==> src/design/stk_pkg.sv <==
// Shared types and constants for the stack with insert and erase.
package stk_pkg;

    // Default number of entries.
    localparam int unsigned DEPTH_DEF = 64;

    // Fixed field widths.
    localparam int unsigned VAL_W = 32;
    localparam int unsigned POS_W = 7;
    localparam int unsigned CNT_W = 7;

    // Operation codes of a request.
    typedef enum logic [1:0] {
        OP_PUSH   = 2'd0,
        OP_POP    = 2'd1,
        OP_ERASE  = 2'd2,
        OP_INSERT = 2'd3
    } t_op;

    // Status codes of a result.
    typedef enum logic [1:0] {
        STAT_OK       = 2'd0,
        STAT_FULL     = 2'd1,
        STAT_EMPTY    = 2'd2,
        STAT_NOTFOUND = 2'd3
    } t_status;

    // Controller states.
    typedef enum logic [1:0] {
        S_IDLE,
        S_EXEC,
        S_RESULT
    } t_state;

    // Control broadcast from the controller to every cell.
    typedef struct packed {
        logic              capture;
        logic              erase;
        logic              insert;
        logic [VAL_W-1:0]  value;
    } t_cell_ctl;

endpackage

==> src/design/stk_cell.sv <==
// One stack cell: holds one entry, compares it and shifts with its neighbors.
module stk_cell import stk_pkg::*; #(
    parameter int unsigned IDX = 0,
    parameter int unsigned CW  = 7
) (
    input  logic             i_clk,
    input  t_cell_ctl        i_ctl,
    input  logic [CW-1:0]    i_count,
    input  logic [CW-1:0]    i_at,
    input  logic [VAL_W-1:0] i_upper,
    input  logic [VAL_W-1:0] i_lower,
    input  logic             i_above,
    output logic [VAL_W-1:0] o_data,
    output logic             o_below
);

    localparam logic [CW-1:0] MY_IDX = CW'(IDX);

    logic [VAL_W-1:0] r_data;
    logic             r_match;
    logic             w_valid;

    assign w_valid = (MY_IDX < i_count);

    // Capture the compare on request, then shift or load on update.
    always_ff @(posedge i_clk) begin
        if (i_ctl.capture) begin
            r_match <= w_valid && (r_data == i_ctl.value);
        end
        if (i_ctl.erase) begin
            // Cells at or above the topmost match take the word above them.
            if (!i_above) begin
                r_data <= i_upper;
            end
        end else if (i_ctl.insert) begin
            if (MY_IDX > i_at) begin
                r_data <= i_lower;
            end else if (MY_IDX == i_at) begin
                r_data <= i_ctl.value;
            end
        end
    end

    // A match anywhere at or above this cell travels down the row.
    assign o_below = i_above | r_match;
    assign o_data  = r_data;

endmodule

==> config.mk <==
export PLATFORM = sky130hd
export DESIGN_NAME = stk_cell
export DESIGN_NICKNAME = d
export VERILOG_FILES = /design/src/design/stk_pkg.sv /design/src/design/stk_cell.sv
export SDC_FILE = /design/constraint.sdc
export NUM_CORES = 1
export LEC_CHECK = 0
export ABC_AREA = 1
export CAP_MARGIN = 20
export CORE_ASPECT_RATIO = 0.75
export CORE_MARGIN = 1.5
export CORE_UTILIZATION = 49
export CTS_CLUSTER_SIZE = 30
export DETAILED_ROUTE_END_ITERATION = 8
export DONT_BUFFER_PORTS = 1
export GPL_TIMING_DRIVEN = 0
export PLACE_DENSITY = 0.68
export REMOVE_ABC_BUFFERS = 1
export SETUP_SLACK_MARGIN = 0.4
export SLEW_MARGIN = 30
export SYNTH_ARGS = -nofsm -noshare
export SYNTH_HDL_FRONTEND = slang
export SYNTH_SLANG_ARGS = --single-unit
==> constraint.sdc <==
create_clock -name i_clk -period 6.9 [get_ports i_clk]
set_clock_uncertainty 0.15 [all_clocks]
set_input_delay 0.345 -clock i_clk [delete_from_list [all_inputs] [get_ports i_clk]]
set_output_delay 0.345 -clock i_clk [all_outputs]
set_load 0.02 [all_outputs]
==> impl_metrics.toml <==
[status]
status = "finished, final reports clean"

[critical_path]
path_cells = "inv_1 -> nand4_1 -> o21ai_4 -> buf_16"
cp_max_fo = 53
critPathSlowestCell = "inv_1"
critPathMaxStageDelay_ps = 370
crit_family = "buffers and inverters"
worst_setup_path_end_kind = "flip-flop"
cp_data_arrival_time_ps = 1480
crit_required_ps = 6740
cp-start-kind = "input port"
crit_type = "input port to flip-flop"
critPathBufInv = 2

[run]
cap_violations = 0

[global_routing]
grt_pass1_wl_mm = 6.499
first_global_vias = 1415
grt_max_degree = 54
antenna_found_initial = 0
grt_overflow = 0
grt_util_all_layers_pct = 19.44

[final_layout]
drive_above_1_share_pct = 3.759
final_cell_mix = "119 x nand2_1, 38 x inv_1, 33 x edfxtp_1"
multi_input_area_um2 = 815.8
layout_commonest_cell = "nand2_1"
n_fill_cell = 375
seq_area_um2 = 991.0
layout.nets = 380
syn_to_final_growth_pct = 7.614
diodes = 0
final_core_util_pct = 56.50

[floorplanning]
design.core.area_um2 = 3756
die_y_um = 57.94
die_w_um = 76.25
start_util_pct = 52.50
ios = 148
die_area_um2 = 4418
rows = 19

[clock_tree]
cts-buffers-inserted = 5
post_cts_resize_count = 0
cts_tree = "done"
cts-root-buf = "clkbuf_8"
clkSlewWorstSetupHoldPaths_ps = 60
htree_levels = 2
cts.sinks = 33
postCtsSetupRepairBufs = 0
max-clock-path-buffers = 2
clk_latency_ps = 280
hold_buffers = 0

[sta]
max_freq_mhz = 611.2
worst_pin_slew_ps = 500.3
min_period_ps = 1636
postLayoutSetupSlackWorst_ps = 5264
min_period_over_period_pct = 23.71
hold_viol = 0
rsz0062_at_grt = "no"
finalMaxSlewViolations = 0
setup_viol = 0
slew_headroom_pct = 66.61
setup_tns_ps = 0

[power_and_ir_drop]
power_density_nw_per_um2 = 215.4
ir_worst_vdd_mv = 0.1301
p_sw_uw = 122.5
total_power_uw = 457.1
total_leakage_power_uw = 0.0009905
power_frac_seq_pct = 58.9
pwr-share-comb_pct = 11.4
p_int_uw = 334.6
clkPwrFrac_pct = 29.7
swShare_pct = 26.79

[detailed_routing]
drt.antenna.violating_nets = 0
drc = 0
drt-total-wl_mm = 4.089
viasPerCell = 4.896
dr.pass1.iters = 4
post_drt_wl_per_cell_um = 12.86
vias = 1557
drt_iter0_drc = 40

[logic_synthesis]
ys_ff_latch = 33
synth_area_per_cell_um2 = 7.469
ys_warn_count = 0
synth_cell_types = 17
synth-seq-area-share_pct = 50.25
synth_area_um2 = 1972
netlist_instances = 264

[placed_design]
port_buffers = 0
place_ws_ps = 4956
dpl.hpwl_mm = 3.164
gp_congestion = 0.7186

[min_path]
hold_path_class = "input port to flip-flop"
[power groups by stage]
stage | logic, uW | clock network, uW | registers [uW]
final | 52.0 | 136 | 269
after global routing | 61.9 | 150 | 271
after CTS | 53.2 | 141 | 269
after detailed placement | 53.1 | 0 | 274
after global placement | 49.3 | 0 | 275
after floorplan | 41.9 | 0 | 271
[final timing paths]
path	from	end	slack, ps	cells after the start
max	i_ctl[33]	o_data[9]$_DFFE_PP_	5260	4
min reg2reg	o_data[22]$_DFFE_PP_	r_match$_DFFE_PP_	790	5
min	i_ctl[34]	r_match$_DFFE_PP_	30	0
max reg2reg	o_data[3]$_DFFE_PP_	r_match$_DFFE_PP_	5430	5
[final cells by class]
type / count / share of cell area [%]
sequential: 33 / 46.70
multi-input combinational: 186 / 38.44
inverter: 38 / 6.722
clock buffer: 8 / 3.774
tap: 52 / 3.066
timing repair buffer: 1 / 1.297
[Yosys cell counts (all sizes together)]
cell | n | area [um^2]
buf | 6 | 30.03
clkbuf | 1 | 3.750
edfxtp | 33 | 991.0
inv | 38 | 142.6
nand2 | 119 | 446.7
nand3 | 3 | 15.01
nand4 | 1 | 6.260
nor2 | 19 | 71.32
nor2b | 1 | 6.260
nor3 | 2 | 10.01
nor4 | 1 | 6.260
o21ai | 26 | 130.1
or2 | 4 | 25.03
xnor2 | 9 | 78.83
xor2 | 1 | 8.760
[layer usage]
layer / vias to the layer above / track usage [%] / part of all wire (%)
met5: - / 0 / 0
met4: 0 / 7.143 / 1.2
met3: 7 / 7.559 / 10
met2: 74 / 30.36 / 43
met1: 657 / 24.90 / 46
li1: 819 / - / -
[kinds of logic after synthesis]
family | count (synthesis) | synth area share [%]
xor+xnor | 10 | 4.442
simple gates | 150 | 29.76
compound gates | 26 | 6.599
buf+inv | 45 | 8.947
flops | 33 | 50.25
[sequential cells by signal, summed over array words and instances, names as in the netlist]
register and count:
o_data 32, r_match 1
[per-stage QoR]
stage | hold slack, ps | area, um^2 | instances
after floorplan | 307.5 | 1938 | 257
after global placement | 307.6 | 2003 | 309
after detailed placement | 307.7 | 2042 | 310
after CTS | 16.28 | 2122 | 318
after global routing | 12.01 | 2122 | 318
final | 25.16 | 2122 | 318
[worst register-to-register path, cell delays in order (launching register included)]
cell and delay [ps]:
edfxtp_1 520, or2_2 340, nand3_1 80, nor2_1 50, nand3_1 60, nor2_1 40
Note: power is estimated with default switching activity, not from simulation.
